`src/rtl/spcd_pkg.sv`:
```
`default_nettype none
package spcd_pkg;
   localparam int CandCount = 12;
   localparam logic [11:0] CandAll = 12'hFFF;
   localparam logic [11:0] PrefixMask = 12'h0FE;

   localparam logic [3:0] CMD_NONE    = 4'd0;
   localparam logic [3:0] CMD_LED     = 4'd1;
   localparam logic [3:0] CMD_PERIOD  = 4'd2;
   localparam logic [3:0] CMD_PHASE   = 4'd3;
   localparam logic [3:0] CMD_DP1     = 4'd4;
   localparam logic [3:0] CMD_DS2     = 4'd7;
   localparam logic [3:0] CMD_SYNC    = 4'd8;
   localparam logic [3:0] CMD_PWMS_OFF = 4'd12;

   localparam logic [1:0] CSR_INITIAL_PERIOD = 2'd0;

   localparam logic [7:0] CHAR_LF = 8'd10;
   localparam logic [7:0] CHAR_CR = 8'd13;
   localparam logic [7:0] CHAR_NUL = 8'd0;

   function automatic logic [2:0] kw_len(input int i);
      logic [2:0] r;
      case (i)
         0: r = 3'd3; 1: r = 3'd4; 2: r = 3'd3; 3: r = 3'd4; 4: r = 3'd4;
         5: r = 3'd4; 6: r = 3'd4; 7: r = 3'd5; 8: r = 3'd6; 9: r = 3'd7;
         10: r = 3'd6; 11: r = 3'd7;
         default: r = 3'd0;
      endcase
      return r;
   endfunction

   function automatic logic [7:0] kw_char(input int i, input logic [2:0] p);
      logic [55:0] s;
      logic [7:0] r;
      case (i)
         0: s = {"led", 32'h0};
         1: s = {"PER:", 24'h0};
         2: s = {"PS:", 32'h0};
         3: s = {"DP1:", 24'h0};
         4: s = {"DP2:", 24'h0};
         5: s = {"DS1:", 24'h0};
         6: s = {"DS2:", 24'h0};
         7: s = {"SYNC:", 16'h0};
         8: s = {"pwmpon", 8'h0};
         9: s = "pwmpoff";
         10: s = {"pwmson", 8'h0};
         11: s = "pwmsoff";
         default: s = '0;
      endcase
      case (p)
         3'd0: r = s[55:48]; 3'd1: r = s[47:40]; 3'd2: r = s[39:32];
         3'd3: r = s[31:24]; 3'd4: r = s[23:16]; 3'd5: r = s[15:8];
         3'd6: r = s[7:0];
         default: r = 8'h0;
      endcase
      return r;
   endfunction

   typedef struct packed {
      logic        start;
      logic [31:0] dividend;
      logic [16:0] divisor;
   } div_req_type;

   typedef struct packed {
      logic        done;
      logic [31:0] quotient;
   } div_rsp_type;
endpackage
`default_nettype wire

```
`src/rtl/spcd_divider.sv`:
```
`default_nettype none
module spcd_divider (
   input  wire logic               clock,
   input  wire logic               reset,
   input  wire spcd_pkg::div_req_type req,
   output spcd_pkg::div_rsp_type   rsp
);
   logic [31:0] quo_ff, quo_in;
   logic [16:0] rem_ff, rem_in;
   logic [16:0] dsr_ff, dsr_in;
   logic [5:0]  cnt_ff, cnt_in;
   logic        busy_ff, busy_in;
   logic        done_ff, done_in;
   logic [17:0] trial;

   always_comb begin
      quo_in = quo_ff;
      rem_in = rem_ff;
      dsr_in = dsr_ff;
      cnt_in = cnt_ff;
      busy_in = busy_ff;
      done_in = 1'b0;
      trial = {rem_ff, quo_ff[31]} - {1'b0, dsr_ff};
      if (req.start) begin
         quo_in = req.dividend;
         rem_in = '0;
         dsr_in = req.divisor;
         cnt_in = 6'd0;
         busy_in = 1'b1;
      end else if (busy_ff) begin
         if (!trial[17]) begin
            rem_in = trial[16:0];
            quo_in = {quo_ff[30:0], 1'b1};
         end else begin
            rem_in = {rem_ff[15:0], quo_ff[31]};
            quo_in = {quo_ff[30:0], 1'b0};
         end
         cnt_in = cnt_ff + 6'd1;
         if (cnt_ff == 6'd31) begin
            busy_in = 1'b0;
            done_in = 1'b1;
         end
      end
   end

   always_ff @(posedge clock) begin
      quo_ff <= quo_in;
      rem_ff <= rem_in;
      dsr_ff <= dsr_in;
      cnt_ff <= cnt_in;
      if (reset) begin
         busy_ff <= 1'b0;
         done_ff <= 1'b0;
      end else begin
         busy_ff <= busy_in;
         done_ff <= done_in;
      end
   end

   assign rsp.done = done_ff;
   assign rsp.quotient = quo_ff;
endmodule
`default_nettype wire

```
`src/rtl/serial_pwm_command_decoder_core.sv`:
```
`default_nettype none
// channel | direction | handshake         | payload
// req     | in        | req_valid/stall   | req_rx_byte
// rsp     | out       | rsp_valid/stall   | command and seven value fields
// csr     | in        | apb psel/penable  | initial_period at 0x0
// an ordinary byte goes from idle to the char state, a line end to the end state
// each division in the shared radix-2 divider is a start state, then a wait for done
// period lines run phase and sync steps; phase and sync lines run only their own
// synchronous reset returns to idle with period 999, sync 499, led on
// rsp is held in an output register; req_stall is high while a word is worked
// on or a result waits, so an output stall adds its own length
module serial_pwm_command_decoder_core #(
   parameter int LINE_CAPACITY = 256
) (
   input  wire logic        clock,
   input  wire logic        reset,
   input  wire logic        req_valid,
   output logic             req_stall,
   input  wire logic [7:0]  req_rx_byte,
   output logic             rsp_valid,
   input  wire logic        rsp_stall,
   output logic [3:0]       rsp_command,
   output logic             rsp_led_state,
   output logic [15:0]      rsp_period_value,
   output logic [15:0]      rsp_compare_value,
   output logic             rsp_period_written_first,
   output logic [15:0]      rsp_primary_phase,
   output logic [15:0]      rsp_secondary_phase,
   output logic [15:0]      rsp_dead_band,
   input  wire logic        psel,
   input  wire logic        penable,
   input  wire logic        pwrite,
   input  wire logic [1:0]  paddr,
   input  wire logic [31:0] pwdata,
   output logic [31:0]      prdata,
   output logic             pready
);
   localparam int PosW = $clog2(LINE_CAPACITY);
   localparam logic [PosW-1:0] PosLast = PosW'(LINE_CAPACITY - 1);

   localparam logic [3:0] S_IDLE  = 4'd0;
   localparam logic [3:0] S_CHAR  = 4'd1;
   localparam logic [3:0] S_END   = 4'd2;
   localparam logic [3:0] S_MUL1  = 4'd3;
   localparam logic [3:0] S_MUL2  = 4'd4;
   localparam logic [3:0] S_PDIV  = 4'd5;
   localparam logic [3:0] S_SMUL  = 4'd6;
   localparam logic [3:0] S_SDIV  = 4'd7;
   localparam logic [3:0] S_OUT   = 4'd8;
   localparam logic [3:0] S_PWAIT = 4'd9;
   localparam logic [3:0] S_SWAIT = 4'd10;

   logic [3:0]      state_ff, state_in;
   logic [7:0]      byte_ff, byte_in;
   logic [PosW-1:0] pos_ff, pos_in;
   logic            ended_ff, ended_in;
   logic [11:0]     cand_ff, cand_in;
   logic [15:0]     acc_ff, acc_in;
   logic            stop_ff, stop_in;
   logic [15:0]     init_ff, init_in;
   logic [15:0]     per_ff, per_in;
   logic [15:0]     dly_ff, dly_in;
   logic [15:0]     sync_ff, sync_in;
   logic            led_ff, led_in;
   logic [3:0]      cmd_ff, cmd_in;
   logic [31:0]     prod_ff, prod_in;
   logic            wf_ff, wf_in;
   logic [15:0]     cmp_ff, cmp_in;
   logic [15:0]     prim_ff, prim_in;
   logic [15:0]     sec_ff, sec_in;
   logic [15:0]     dead_ff, dead_in;

   logic [15:0] mul_a, mul_b;
   logic [31:0] mul_p;
   spcd_pkg::div_req_type dreq;
   spcd_pkg::div_rsp_type drsp;
   logic        in_num;
   logic [11:0] fed, closed;
   logic [3:0]  first;
   logic [16:0] per_p1;
   logic        cfg_wr;

   spcd_divider u_div (.clock(clock), .reset(reset), .req(dreq), .rsp(drsp));

   assign mul_p = mul_a * mul_b;
   assign cfg_wr = psel && penable && pwrite && (paddr == spcd_pkg::CSR_INITIAL_PERIOD);
   assign pready = 1'b1;
   assign prdata = (paddr == spcd_pkg::CSR_INITIAL_PERIOD) ? {16'h0, init_ff} : 32'h0;
   assign req_stall = (state_ff != S_IDLE);
   assign per_p1 = {1'b0, per_ff} + 17'd1;

   always_comb begin
      fed = cand_ff;
      in_num = 1'b0;
      closed = cand_ff;
      for (int i = 0; i < spcd_pkg::CandCount; i++) begin
         if (cand_ff[i]) begin
            if (pos_ff < PosW'(spcd_pkg::kw_len(i))) begin
               if (spcd_pkg::kw_char(i, pos_ff[2:0]) != byte_ff) fed[i] = 1'b0;
            end else if (!spcd_pkg::PrefixMask[i]) begin
               fed[i] = 1'b0;
            end else begin
               in_num = 1'b1;
            end
         end
         if (pos_ff < PosW'(spcd_pkg::kw_len(i))) closed[i] = 1'b0;
      end
      first = spcd_pkg::CMD_NONE;
      for (int i = spcd_pkg::CandCount - 1; i >= 0; i--)
         if (closed[i]) first = 4'(i + 1);
   end

   always_comb begin
      state_in = state_ff; byte_in = byte_ff; pos_in = pos_ff; ended_in = ended_ff;
      cand_in = cand_ff; acc_in = acc_ff; stop_in = stop_ff; init_in = init_ff;
      per_in = per_ff; dly_in = dly_ff; sync_in = sync_ff; led_in = led_ff;
      cmd_in = cmd_ff; prod_in = prod_ff; wf_in = wf_ff; cmp_in = cmp_ff;
      prim_in = prim_ff; sec_in = sec_ff; dead_in = dead_ff;
      mul_a = '0; mul_b = '0;
      dreq.start = 1'b0; dreq.dividend = prod_ff; dreq.divisor = {1'b0, init_ff};
      if (cfg_wr) begin
         init_in = pwdata[15:0];
         per_in = pwdata[15:0];
      end
      case (state_ff)
         S_IDLE: begin
            if (req_valid) begin
               byte_in = req_rx_byte;
               state_in = (req_rx_byte == spcd_pkg::CHAR_LF || req_rx_byte == spcd_pkg::CHAR_CR)
                          ? S_END : S_CHAR;
            end
         end
         S_CHAR: begin
            if (pos_ff != PosLast) begin
               if (!ended_ff) begin
                  if (byte_ff == spcd_pkg::CHAR_NUL) begin
                     cand_in = closed;
                     ended_in = 1'b1;
                  end else begin
                     cand_in = fed;
                     if (in_num && !stop_ff) begin
                        if (byte_ff >= "0" && byte_ff <= "9")
                           acc_in = 16'((acc_ff * 16'd10) + {8'h0, byte_ff - 8'd48});
                        else
                           stop_in = 1'b1;
                     end
                  end
               end
               pos_in = pos_ff + 1'b1;
            end else begin
               pos_in = '0; ended_in = 1'b0; cand_in = spcd_pkg::CandAll;
               acc_in = '0; stop_in = 1'b0;
            end
            state_in = S_IDLE;
         end
         S_END: begin
            cmd_in = first; wf_in = 1'b0; cmp_in = '0; prim_in = '0;
            sec_in = '0; dead_in = '0;
            state_in = S_OUT;
            case (first)
               spcd_pkg::CMD_LED: led_in = ~led_ff;
               spcd_pkg::CMD_PERIOD: begin
                  wf_in = acc_ff > per_ff;
                  per_in = acc_ff;
                  cmp_in = 16'((({1'b0, acc_ff} + 17'd1) >> 1) - 17'd1);
                  state_in = S_MUL1;
               end
               spcd_pkg::CMD_PHASE: begin
                  dly_in = acc_ff;
                  state_in = S_MUL1;
               end
               spcd_pkg::CMD_SYNC: begin
                  sync_in = acc_ff;
                  state_in = S_SMUL;
               end
               default: begin
                  if (first >= spcd_pkg::CMD_DP1 && first <= spcd_pkg::CMD_DS2)
                     dead_in = acc_ff;
               end
            endcase
         end
         S_MUL1: begin
            mul_a = dly_ff;
            mul_b = (cmd_ff == spcd_pkg::CMD_PERIOD) ? per_ff : per_p1[15:0];
            prod_in = mul_p;
            state_in = S_MUL2;
         end
         S_MUL2: begin
            mul_a = dly_ff;
            mul_b = (cmd_ff == spcd_pkg::CMD_PERIOD) ? 16'd0 : {15'd0, per_p1[16]};
            prod_in = {prod_ff[30:0], 1'b0} + {mul_p[14:0], 17'd0};
            if (init_ff == 16'd0) begin
               prim_in = 16'd1;
               state_in = (cmd_ff == spcd_pkg::CMD_PERIOD) ? S_SMUL : S_OUT;
            end else begin
               state_in = S_PDIV;
            end
         end
         S_PDIV: begin
            dreq.start = 1'b1;
            state_in = S_PWAIT;
         end
         S_PWAIT: begin
            if (drsp.done) begin
               prim_in = 16'(16'd0 - drsp.quotient[15:0]);
               state_in = (cmd_ff == spcd_pkg::CMD_PERIOD) ? S_SMUL : S_OUT;
            end
         end
         S_SMUL: begin
            mul_a = 16'(sync_ff + 16'd1);
            mul_b = per_p1[15:0];
            prod_in = mul_p;
            if (sync_ff == 16'hFFFF) prod_in = {per_p1[15:0], 16'h0};
            else if (per_p1[16]) prod_in = {(16'(sync_ff + 16'd1)), 16'h0};
            if (sync_ff == 16'hFFFF && per_p1[16]) prod_in = '0;
            state_in = S_SDIV;
         end
         S_SDIV: begin
            dreq.start = 1'b1;
            dreq.divisor = {1'b0, init_ff} + 17'd1;
            state_in = S_SWAIT;
         end
         S_SWAIT: begin
            if (drsp.done) begin
               sec_in = 16'(drsp.quotient[15:0] - 16'd1);
               state_in = S_OUT;
            end
         end
         S_OUT: begin
            if (!rsp_stall) begin
               pos_in = '0; ended_in = 1'b0; cand_in = spcd_pkg::CandAll;
               acc_in = '0; stop_in = 1'b0;
               state_in = S_IDLE;
            end
         end
         default: state_in = S_IDLE;
      endcase
   end

   always_ff @(posedge clock) begin
      byte_ff <= byte_in; cmd_ff <= cmd_in; prod_ff <= prod_in; wf_ff <= wf_in;
      cmp_ff <= cmp_in; prim_ff <= prim_in; sec_ff <= sec_in; dead_ff <= dead_in;
      if (reset) begin
         state_ff <= S_IDLE; pos_ff <= '0; ended_ff <= 1'b0;
         cand_ff <= spcd_pkg::CandAll; acc_ff <= '0; stop_ff <= 1'b0;
         init_ff <= 16'd999; per_ff <= 16'd999; dly_ff <= '0; sync_ff <= 16'd499;
         led_ff <= 1'b1;
      end else begin
         state_ff <= state_in; pos_ff <= pos_in; ended_ff <= ended_in;
         cand_ff <= cand_in; acc_ff <= acc_in; stop_ff <= stop_in;
         init_ff <= init_in; per_ff <= per_in; dly_ff <= dly_in; sync_ff <= sync_in;
         led_ff <= led_in;
      end
   end

   assign rsp_valid = (state_ff == S_OUT);
   assign rsp_command = cmd_ff;
   assign rsp_led_state = led_ff;
   assign rsp_period_value = per_ff;
   assign rsp_compare_value = cmp_ff;
   assign rsp_period_written_first = wf_ff;
   assign rsp_primary_phase = prim_ff;
   assign rsp_secondary_phase = sec_ff;
   assign rsp_dead_band = dead_ff;
endmodule
`default_nettype wire

```
`config.mk`:
```
export PLATFORM = sky130hd
export DESIGN_NAME = serial_pwm_command_decoder_core
export DESIGN_NICKNAME = d
export VERILOG_FILES = /design/src/rtl/spcd_pkg.sv /design/src/rtl/spcd_divider.sv /design/src/rtl/serial_pwm_command_decoder_core.sv
export SDC_FILE = /design/constraint.sdc
export NUM_CORES = 1
export LEC_CHECK = 0
export ABC_CLOCK_PERIOD_IN_PS = 11850
export BUFFER_PORTS_ARGS = -buffer_cell sky130_fd_sc_hd__buf_4
export CORE_UTILIZATION = 35
export CTS_BUF_LIST = sky130_fd_sc_hd__clkbuf_16
export DETAILED_ROUTE_END_ITERATION = 16
export PLACE_DENSITY_LB_ADDON = 0.2
export SLEW_MARGIN = 20
export SYNTH_ARGS = -nofsm -noshare
export SYNTH_HDL_FRONTEND = slang
export SYNTH_HIERARCHICAL = 1
export SYNTH_SLANG_ARGS = --single-unit
```
`constraint.sdc`:
```
create_clock -name clock -period 11.85 [get_ports clock]
set_input_delay 1.7775 -clock clock [delete_from_list [all_inputs] [get_ports clock]]
set_output_delay 1.7775 -clock clock [all_outputs]
set_load 0.01 [all_outputs]
```
After elaboration in Yosys (flattened, before gate mapping). Cells that the tools add are included.

Word-level logic and storage cells: 336. Flip-flop bits (word level): 290.

Add/sub/neg operators: 13. $mul: 2. $lt $le $gt $ge: 22. Reduce and logical (&&, ||, !) cells: 38. Bitwise gates (word level): 3. Equality and inequality tests: 48. Multiplexer cells: 184.

Operator list (count): $mux 16 (15); $mux 8 (26); $mux 32 (5); $pmux 7 s4 (5); $pmux 7 s5 (3); $lt 8x3->1 (12); $ne 8x8->1 (12); $pmux 16 s2 (3); $pmux 16 s3 (2); $pmux 32 s3 (1); $pmux 7 s6 (2); $mux 1 (78); $mux 4 (18); $add 16x1->17 const B (3); $mux 12 (4); $pmux 7 s3 (2); $pmux 4 s10 (1); $mux 3 (12); $add 32x32->32 (1); $lt 8x3->1 const B (4); $mul 16x16->32 (1); $sub 16x1->16 const B (2); $pmux 12 s2 (1); $eq 4x2->1 const B (5); other kinds (51) (92).

Depth between registers and ports, before layout. Gate-level depths: netlist of the first run.

Depth in word-level cells: 22. Depth in mapped cells: 36. Depth with buffers taken out: 33.

Modules after synthesis. Netlist of the first run, hierarchy kept.

By module, submodules not included: serial_pwm_command_decoder_core (times used 1, cells each 2707, sequential area each 5415.2 um^2, area an instance 22957.0 um^2); spcd_divider (times used 1, cells each 368, sequential area each 1971.9 um^2, area an instance 4042.6 um^2).

Worst setup path before layout of the first run. No wires, ideal clock.

Path type: flip-flop to flip-flop. Start point: register per_ff[2] (netlist: rsp_period_value[2]). End point: register prod_ff[25], data pin. Buffers on the path: 3. Data arrival time: 8004 ps. Period minus slack after synthesis: 8259 ps. Slack: 3591 ps. Cell stages (with the launch flop): 31. Library setup time: 254 ps. Data required time: 11596 ps. Cell sequence: dfxtp_1 > buf_2 > and3_1 > clkbuf_1 > and3_1 > nor3b_2 > a21oi_1 > a311oi_1 > clkbuf_1 > nand2_1 > fa_1 > inv_1 > fa_1 > inv_1 > fa_1 > inv_1 > fa_1 > fa_1 > inv_1 > fa_1 > inv_1 > ha_1 > and4_1 > nor2b_1 > a2111oi_0 > a21boi_1 > o211ai_1 > nand2_1 > o311ai_0 > a21oi_1 > o21a_1.

Cells in the longest elaborated chain, start to end: 8. Elaborated cells between the ends (all ways): 11. Those cells by class: 2 x add/sub; 1 x mul; 7 x mux; 1 x reduce/logical.

Ends and longest elaborated chain: start, declared (line serial_pwm_command_decoder_core.sv:61) `logic [15:0] per_ff, per_in;`; start signal, assigned (line serial_pwm_command_decoder_core.sv:251) `init_ff <= init_in; per_ff <= per_in; dly_ff <= dly_in; sync_ff <= sync_in;`; branches (longest 7 deep; another with $mul 16x16->32); $pmux 32 s3 (*) (line serial_pwm_command_decoder_core.sv:125) `case (state_ff)`; net prod_in[25] (line serial_pwm_command_decoder_core.sv:66) `logic [31:0] prod_ff, prod_in;`; end signal, assigned (line serial_pwm_command_decoder_core.sv:241) `byte_ff <= byte_in; cmd_ff <= cmd_in; prod_ff <= prod_in; wf_ff <= wf_in;`; end, declared (line serial_pwm_command_decoder_core.sv:66).

Mark *: on every way through the listed nets, which the timed path passes. A chain may end at the register's enable or synchronous reset.

Final worst setup path of the first run.
Start point: register state_ff[2]. End point: register prod_ff[25], data pin.

Cells in the longest elaborated chain, start to end: 8. Elaborated cells between the ends (all ways): 12. Those cells by class: 1 x add/sub; 1 x mul; 3 x eq/ne; 6 x mux; 1 x reduce/logical.

Ends and longest elaborated chain: start, declared (line serial_pwm_command_decoder_core.sv:53) `logic [3:0] state_ff, state_in;`; start signal, assigned (line serial_pwm_command_decoder_core.sv:249) `state_ff <= state_in; pos_ff <= pos_in; ended_ff <= ended_in;`; branches (longest 7 deep; another with $mul 16x16->32); $pmux 32 s3 (*) (line serial_pwm_command_decoder_core.sv:125); net prod_in[25] (line serial_pwm_command_decoder_core.sv:66).

Marked as above.

==> metrics.yaml, run 1 <==
hold_buffers: 0
slew_viol_final: 0
io_buffers: 136
ctsResizeCount: 0
setup_violations: 0
die_w_um: 280
avgViaCountPerCell: 5.22
p_per_area_nw_per_um2: 81.7
diodes: 0
max_slew_margin_pct: 27.5
timing.setup.tns_ns: 0
setup.reg_to_reg.worst_slack_ns: 2.13
fill_cells: 7815
syn2layout_area_growth_pct: 11.9
drt-total-wl_um: 79900
min_from: "cand_ff[7]"
antenna_found_initial: 1
gr-total-overflow: 0
layout-drive-gt1-share_pct: 10.0
worstSkewPairLatency_ns: 0.53
grt_pass1_vias: 21359
hold_end: "cand_ff[7]"
rr_worst_depth: 30
netlist_instances: 3075
postRouteAntennaNets: 0
rsz0062_at_grt: "no"
crit_slowest_cell: "a311oi_2"
ys_ff_latch: 290
cts_buffers: 34
ys_top_cells_by_area: "edfxtp_1 (18%), fa_1 (15%), dfxtp_1 (9.8%), ha_1 (9.1%), nand2_1 (4.8%)"
synthesis.area_um2: 27000
cts_setup_buffers: 0
tightestPinTransition_ns: 1.09
cp_max_fo: 22
first_pass_iters: 6
yosysTopAreaCellShare_pct: 17.6
max_cap_viol_count: 0
die_height_um: 280
nets: 3590
wl_per_cell_um: 19.0
whs_ns: 0.469
post-route-period-util_pct: 82.0
slowest_delay_ns: 0.79
cts_root_buf: "clkbuf_16"
final_cell_area_um2: 30200
worstSetupPathType: "reg -> reg"
cts_tree: "done"
final_util_pct: 39.7
crit_arrival_ns: 9.99
ys_types: 94
grt_pass1_wl_um: 125000
async_reset_ff_share_pct: 0
place_area_um2: 29000
cpMostUsedCell: "fa_1"
holdPathStages: 2
multi_input_area_um2: 17700
finalCriticalPeriod_ns: 9.72
placed_cells: 4140
ys_seq_area_share_pct: 27.4
num_vias: 21947
clock_path_buffers: 3
synth_edf_count: 158
cp.required_ns: 12.12
leakage_nw: 12.9
r2r-start: "state_ff[2]"
grtUsageTotal_pct: 20.3
boundaryPins: 170
final_cell_count_no_fill: 4201
dieArea_um2: 78300
ys.flop_type: "edfxtp_1"
postSynthAreaPerCell_um2: 8.78
yosys.area.top_type: "edfxtp_1"
detailed_place_hpwl_um: 60800
fmax_mhz: 103
yosysWarnings: 6
skew_ns: 0.0244
cp-start-kind: "flip-flop"
grt_max_degree: 68
cp-end-kind: "flip-flop"
cts_max_level: 2
rows: 101
path_clk_slew_ns: 0.06
drc: 0
status: "complete, no violations"
drt_iter0_markers: 1423
initial_core_util_pct: 35.5
place.gp.congestion: 0.884
register_area_um2: 7390
hold_viol: 0
reg2reg_to: "prod_ff[25]"
max-vdd-ir-drop_mv: 0.0750
cts_sinks: 290
core_um2: 76100
hp-class: "reg -> reg"
-- worst max path at each step --
| stage | start | end | cells past startpoint |
|---|---|---|---|
| 3_5_place_dp | state_ff[2] | prod_ff[25] | 30 |
| 3_3_place_gp | state_ff[2] | prod_ff[25] | 30 |
| 2_1_floorplan | rsp_period_value[2] | prod_ff[25] | 30 |
| 4_1_cts | state_ff[2] | prod_ff[25] | 30 |
| 5_1_grt | state_ff[2] | prod_ff[25] | 30 |
| 6_report | state_ff[2] | prod_ff[25] | 30 |
-- cell usage after synthesis (all sizes together) (18+ instances only) --
master  count
nand2     346
inv       327
nor2      319
fa        198
ha        197
edfxtp    158
a21oi     145
dfxtp     132
o21ai     123
xnor2     123
clkbuf    120
nor3       70
and2       65
xor2       62
nand3      53
buf        52
nand2b     44
a21o       35
mux2       33
nand4      33
mux2i      32
and3       31
a311oi     30
o21a       24
nor2b      23
nor4       21
a31oi      19
a22o       18
a22oi      18
-- stage by stage --
stage	worst slack, ns	power, mW
2_1_floorplan	3.59	1.32
3_3_place_gp	2.21	1.38
3_5_place_dp	2.21	1.38
4_1_cts	2.13	2.49
5_1_grt	1.54	2.57
6_report	2.13	2.47
-- routing by layer --
| metal | share of wire, % | vias to the layer above | GRT usage (%) |
|---|---|---|---|
| met5 | 0 | - | 0 |
| met4 | 2.5 | 0 | 4.69 |
| met3 | 5.6 | 108 | 3.04 |
| met2 | 46 | 563 | 33.4 |
| met1 | 46 | 10676 | 28.0 |
| li1 | - | 10600 | - |
-- report_power, final --
group          switching [mW]  total [mW]  leakage, nW  internal (mW)
registers              0.0350        1.10         2.50           1.07
logic                   0.148       0.260         9.82          0.112
clock network           0.442        1.11        0.610          0.664
total                   0.625        2.47         12.9           1.84
-- layout make-up --
| type | count | area share, % |
|---|---|---|
| repair buffers | 192 | 4.77 |
| clock buffers | 38 | 3.15 |
| multi-input cells | 2300 | 58.6 |
| well taps | 1030 | 4.27 |
| flip-flops and latches | 290 | 24.5 |
| clock inverters | 23 | 0.700 |
| inverters | 328 | 4.08 |
-- logic make-up (layout without fill, tap and decap cells) --
family | after synthesis | count (layout) | share of synthesized area [%]
adders and majority gates | 395 | 395 | 23.8
DFF | 290 | 290 | 27.4
xor gates and xnor gates | 186 | 186 | 6.22
AOI/OAI and AO/OA | 555 | 555 | 13.6
other | 2 | 17 | 0.0278
buffers and inverters | 500 | 581 | 7.42
and+or+nand+nor | 1082 | 1082 | 18.9
muxes | 65 | 65 | 2.56
-- flip-flops by register name (all words and copies together), names as in the netlist, 4 cells and up --
signal	flops
pos_ff	8
byte_ff	8
sync_ff	16
cand_ff	12
rsp_command	4
u_div/dsr_ff	17
init_ff	16
u_div/cnt_ff	6
dly_ff	16
u_div/quo_ff	32
rsp_primary_phase	16
rsp_compare_value	16
u_div/rem_ff	17
prod_ff	32
rsp_dead_band	16
rsp_secondary_phase	16
acc_ff	16
state_ff	4
rsp_period_value	16
-- placed cells by master (no fill, tap or decap), drive strengths merged, types with 35 or more instances in the layout --
master,count
nand2,346
inv,339
nor2,319
fa,198
ha,197
buf,192
edfxtp,158
a21oi,145
dfxtp,132
xnor2,123
o21ai,123
nor3,70
and2,65
xor2,62
nand3,53
nand2b,44
clkbuf,38
a21o,35
-- worst max-delay path, delay by kind of cell, from the launching register on --
kind	cells	cell delay [ns]
AO/OA/AOI/OAI	8	2.78
buffers and inverters	7	0.75
adder cells (fa/ha/maj)	7	3.52
AND/OR/NAND/NOR	8	1.85
flip-flops	1	0.59
(Power assumes the default switching activity.)
==> run 2, diff against run 1 <==
--- a/config.mk
+++ b/config.mk
@@ -5,7 +5,8 @@
 export SDC_FILE = /design/constraint.sdc
 export NUM_CORES = 1
 export LEC_CHECK = 0
-export ABC_CLOCK_PERIOD_IN_PS = 11850
+export ABC_AREA = 1
+export ABC_CLOCK_PERIOD_IN_PS = 9790
 export BUFFER_PORTS_ARGS = -buffer_cell sky130_fd_sc_hd__buf_4
 export CORE_UTILIZATION = 35
 export CTS_BUF_LIST = sky130_fd_sc_hd__clkbuf_16
==> constraint.sdc (replaced) <==
create_clock -name clock -period 9.79 [get_ports clock]
set_input_delay 1.4685 -clock clock [delete_from_list [all_inputs] [get_ports clock]]
set_output_delay 1.4685 -clock clock [all_outputs]
set_load 0.01 [all_outputs]
==> metrics.yaml, run 2 <==
synth_mux_area_share_pct: 0  # -2.6 points
antenna_found_initial: 0  # -1
setup.reg_to_reg.worst_slack_ns: 0.97  # -1.16 ns
final_util_pct: 39.6  # -0.077 points
path_clk_slew_ns: 0.06  # about the same
first_pass_iters: 5  # -1
fill_cells: 8306  # +6.3%
cts_max_level: 2  # unchanged
wl_per_cell_um: 17.2  # -9.6%
post-route-period-util_pct: 90.1  # +8.1 points
synth_fa_ha_area_share_pct: 23.2  # -0.57 points
yosysTopAreaCellShare_pct: 17.1  # -0.42 points
hold_viol: 0  # unchanged
clock_path_buffers: 3  # unchanged
leakage_nw: 15.1  # +17%
grt_util_met2_pct: 33.3  # -0.16 points
cp_max_fo: 19  # -14%
synthesis.area_um2: 27700  # +2.5%
whs_ns: 0.461  # -0.00761 ns
rows: 102  # +0.99%
p_per_area_nw_per_um2: 92.2  # +13%
final_cell_area_um2: 30900  # +2.1%
drt-total-wl_um: 83600  # +4.7%
rsz0062_at_grt: "no"
ys_top_cells_by_area: "edfxtp_1 (17%), fa_1 (14%), nand2_1 (12%), dfxtp_1 (9.6%), ha_1 (8.9%)"
grtUsageTotal_pct: 20.7  # +0.40 points
crit_slowest_cell: "o22ai_2"
dieArea_um2: 80200  # +2.5%
yosysWarnings: 6  # unchanged
boundaryPins: 170  # unchanged
synth_top_family_by_area: "simple AND/OR/NAND/NOR gates"
finalCriticalPeriod_ns: 8.82  # -0.897 ns
pre_cts_ws_ns: 1.04  # -1.17 ns
cts_root_buf: "clkbuf_16"
synth-xor-area-share_pct: 3.51  # -2.7 points
use_met1_pct: 29.2  # +1.2 points
drt_iter0_markers: 1626  # +14%
postRouteAntennaNets: 0  # unchanged
top_regs: "prod_ff x32, u_div/quo_ff x32"
skew_ns: 0.0317  # +0.00729 ns
hp-class: "reg -> reg"
slew_viol_final: 0  # unchanged
place_area_um2: 29700  # +2.4%
tightestPinTransition_ns: 1.22  # +0.131 ns
met3_usage_pct: 2.71  # -0.33 points
cts_tree: "done"
setup_violations: 0  # unchanged
core_um2: 77800  # +2.3%
worstSetupPathType: "reg -> reg"
gr-total-overflow: 0  # unchanged
ys_ff_latch: 290  # unchanged
worstSkewPairLatency_ns: 0.55  # +0.02 ns
syn2layout_area_growth_pct: 11.5
power_mw: 2.85  # +15%
grt_pass1_vias: 23159  # +8.4%
grt-busiest-layer: "met2"
synth.most_common_cell: "nand2_1"
ctsResizeCount: 0  # unchanged
yosys.area.top_type: "edfxtp_1"
drc: 0  # unchanged
final_common_cell: "nand2_1"
timing.setup.tns_ns: 0  # unchanged
finalWorstSetupSlack_ns: 0.968  # -1.16 ns
layout-drive-gt1-share_pct: 9.13  # -0.87 points
final_cell_mix: "nand2_1 (881), inv_1 (652), nor2_1 (368)"
cts_buffers: 35  # +2.9%
grt_max_degree: 56  # -18%
slowest_delay_ns: 0.64  # -0.15 ns
grt_pass1_wl_um: 132000  # +5.5%
synth_compound_area_share_pct: 9.64  # -4.0 points
io_buffers: 136  # unchanged
nets: 4242  # +18%
cts_setup_buffers: 0  # unchanged
ys_top_cells_by_count: "nand2_1 (881), inv_1 (646), nor2_1 (371)"
hold_buffers: 0  # unchanged
detailed_place_hpwl_um: 65400  # +7.6%
cp.required_ns: 10.06  # -2.06 ns
async_reset_ff_share_pct: 0  # unchanged
ys.flop_type: "edfxtp_1"
max-vdd-ir-drop_mv: 0.0896  # +19%
num_vias: 23841  # +8.6%
postSynthAreaPerCell_um2: 7.48  # -15%
final_cell_count_no_fill: 4864  # +16%
synth_edf_count: 158  # unchanged
ys_types: 72  # -23%
max_slew_margin_pct: 17.9  # -9.6 points
fmax_mhz: 113  # +10%
initial_core_util_pct: 35.5  # +0.049 points
status: "complete, no violations"
place.gp.congestion: 0.931  # +5.3%
avgViaCountPerCell: 4.90  # -6.2%
placed_cells: 4800  # +16%
cts_sinks: 290  # unchanged
cp-end-kind: "flip-flop"
cp-start-kind: "flip-flop"
synthSimpleGateAreaFrac_pct: 25.5  # +6.6 points
max_cap_viol_count: 0  # unchanged
netlist_instances: 3697  # +20%
cpMostUsedCell: "inv_1"
crit_arrival_ns: 9.09  # -0.90 ns
die_w_um: 283  # +1.2%
ys_seq_area_share_pct: 26.7  # -0.66 points
die_height_um: 283  # +1.2%
==> run 2: worst max-delay path, delay by kind of cell (launching register included) <==
family / cells / cell delay [ns]
xor gates and xnor gates: 1 / 0.42
and+or+nand+nor: 12 / 1.46
AOI/OAI and AO/OA: 4 / 1.43
DFF: 1 / 0.37
adders and majority gates: 8 / 3.25
buffers and inverters: 11 / 1.62
==> run 2: final timing paths <==
path | start | end | cells past startpoint
max | state_ff[1] | prod_ff[30] | 36
min | cand_ff[7] | cand_ff[7] | 2
max reg2reg | state_ff[1] | prod_ff[30] | 36
min reg2reg | cand_ff[7] | cand_ff[7] | 2
==> run 2: kinds of logic after synthesis <==
group	count (synthesis)
AOI/OAI and AO/OA	456
xor gates and xnor gates	111
adders and majority gates	395
buffers and inverters	796
DFF	290
other	2
and+or+nand+nor	1647
==> run 2: layout make-up <==
class / instances / area (um2) / area share [%]
tap: 1040 / 1300 / 4.22
timing repair buffer: 171 / 1290 / 4.17
clock inverter: 22 / 105 / 0.341
sequential: 290 / 7390 / 23.9
multi-input combinational: 2626 / 17200 / 55.9
antenna: 1 / 2.50 / 0.00811
inverter: 674 / 2530 / 8.21
clock buffer: 40 / 1000 / 3.24
==> run 2: metal layers <==
metal	up-vias	share of wire, %
met2	572	45
li1	11884	-
met4	0	2.8
met1	11282	47
met3	103	5.0
met5	-	0
==> run 2: where the power goes <==
part           switching, mW  total [mW]  internal (mW)
clock                  0.545        1.28          0.732
sequential            0.0331        1.32           1.29
combinational          0.158       0.248         0.0897
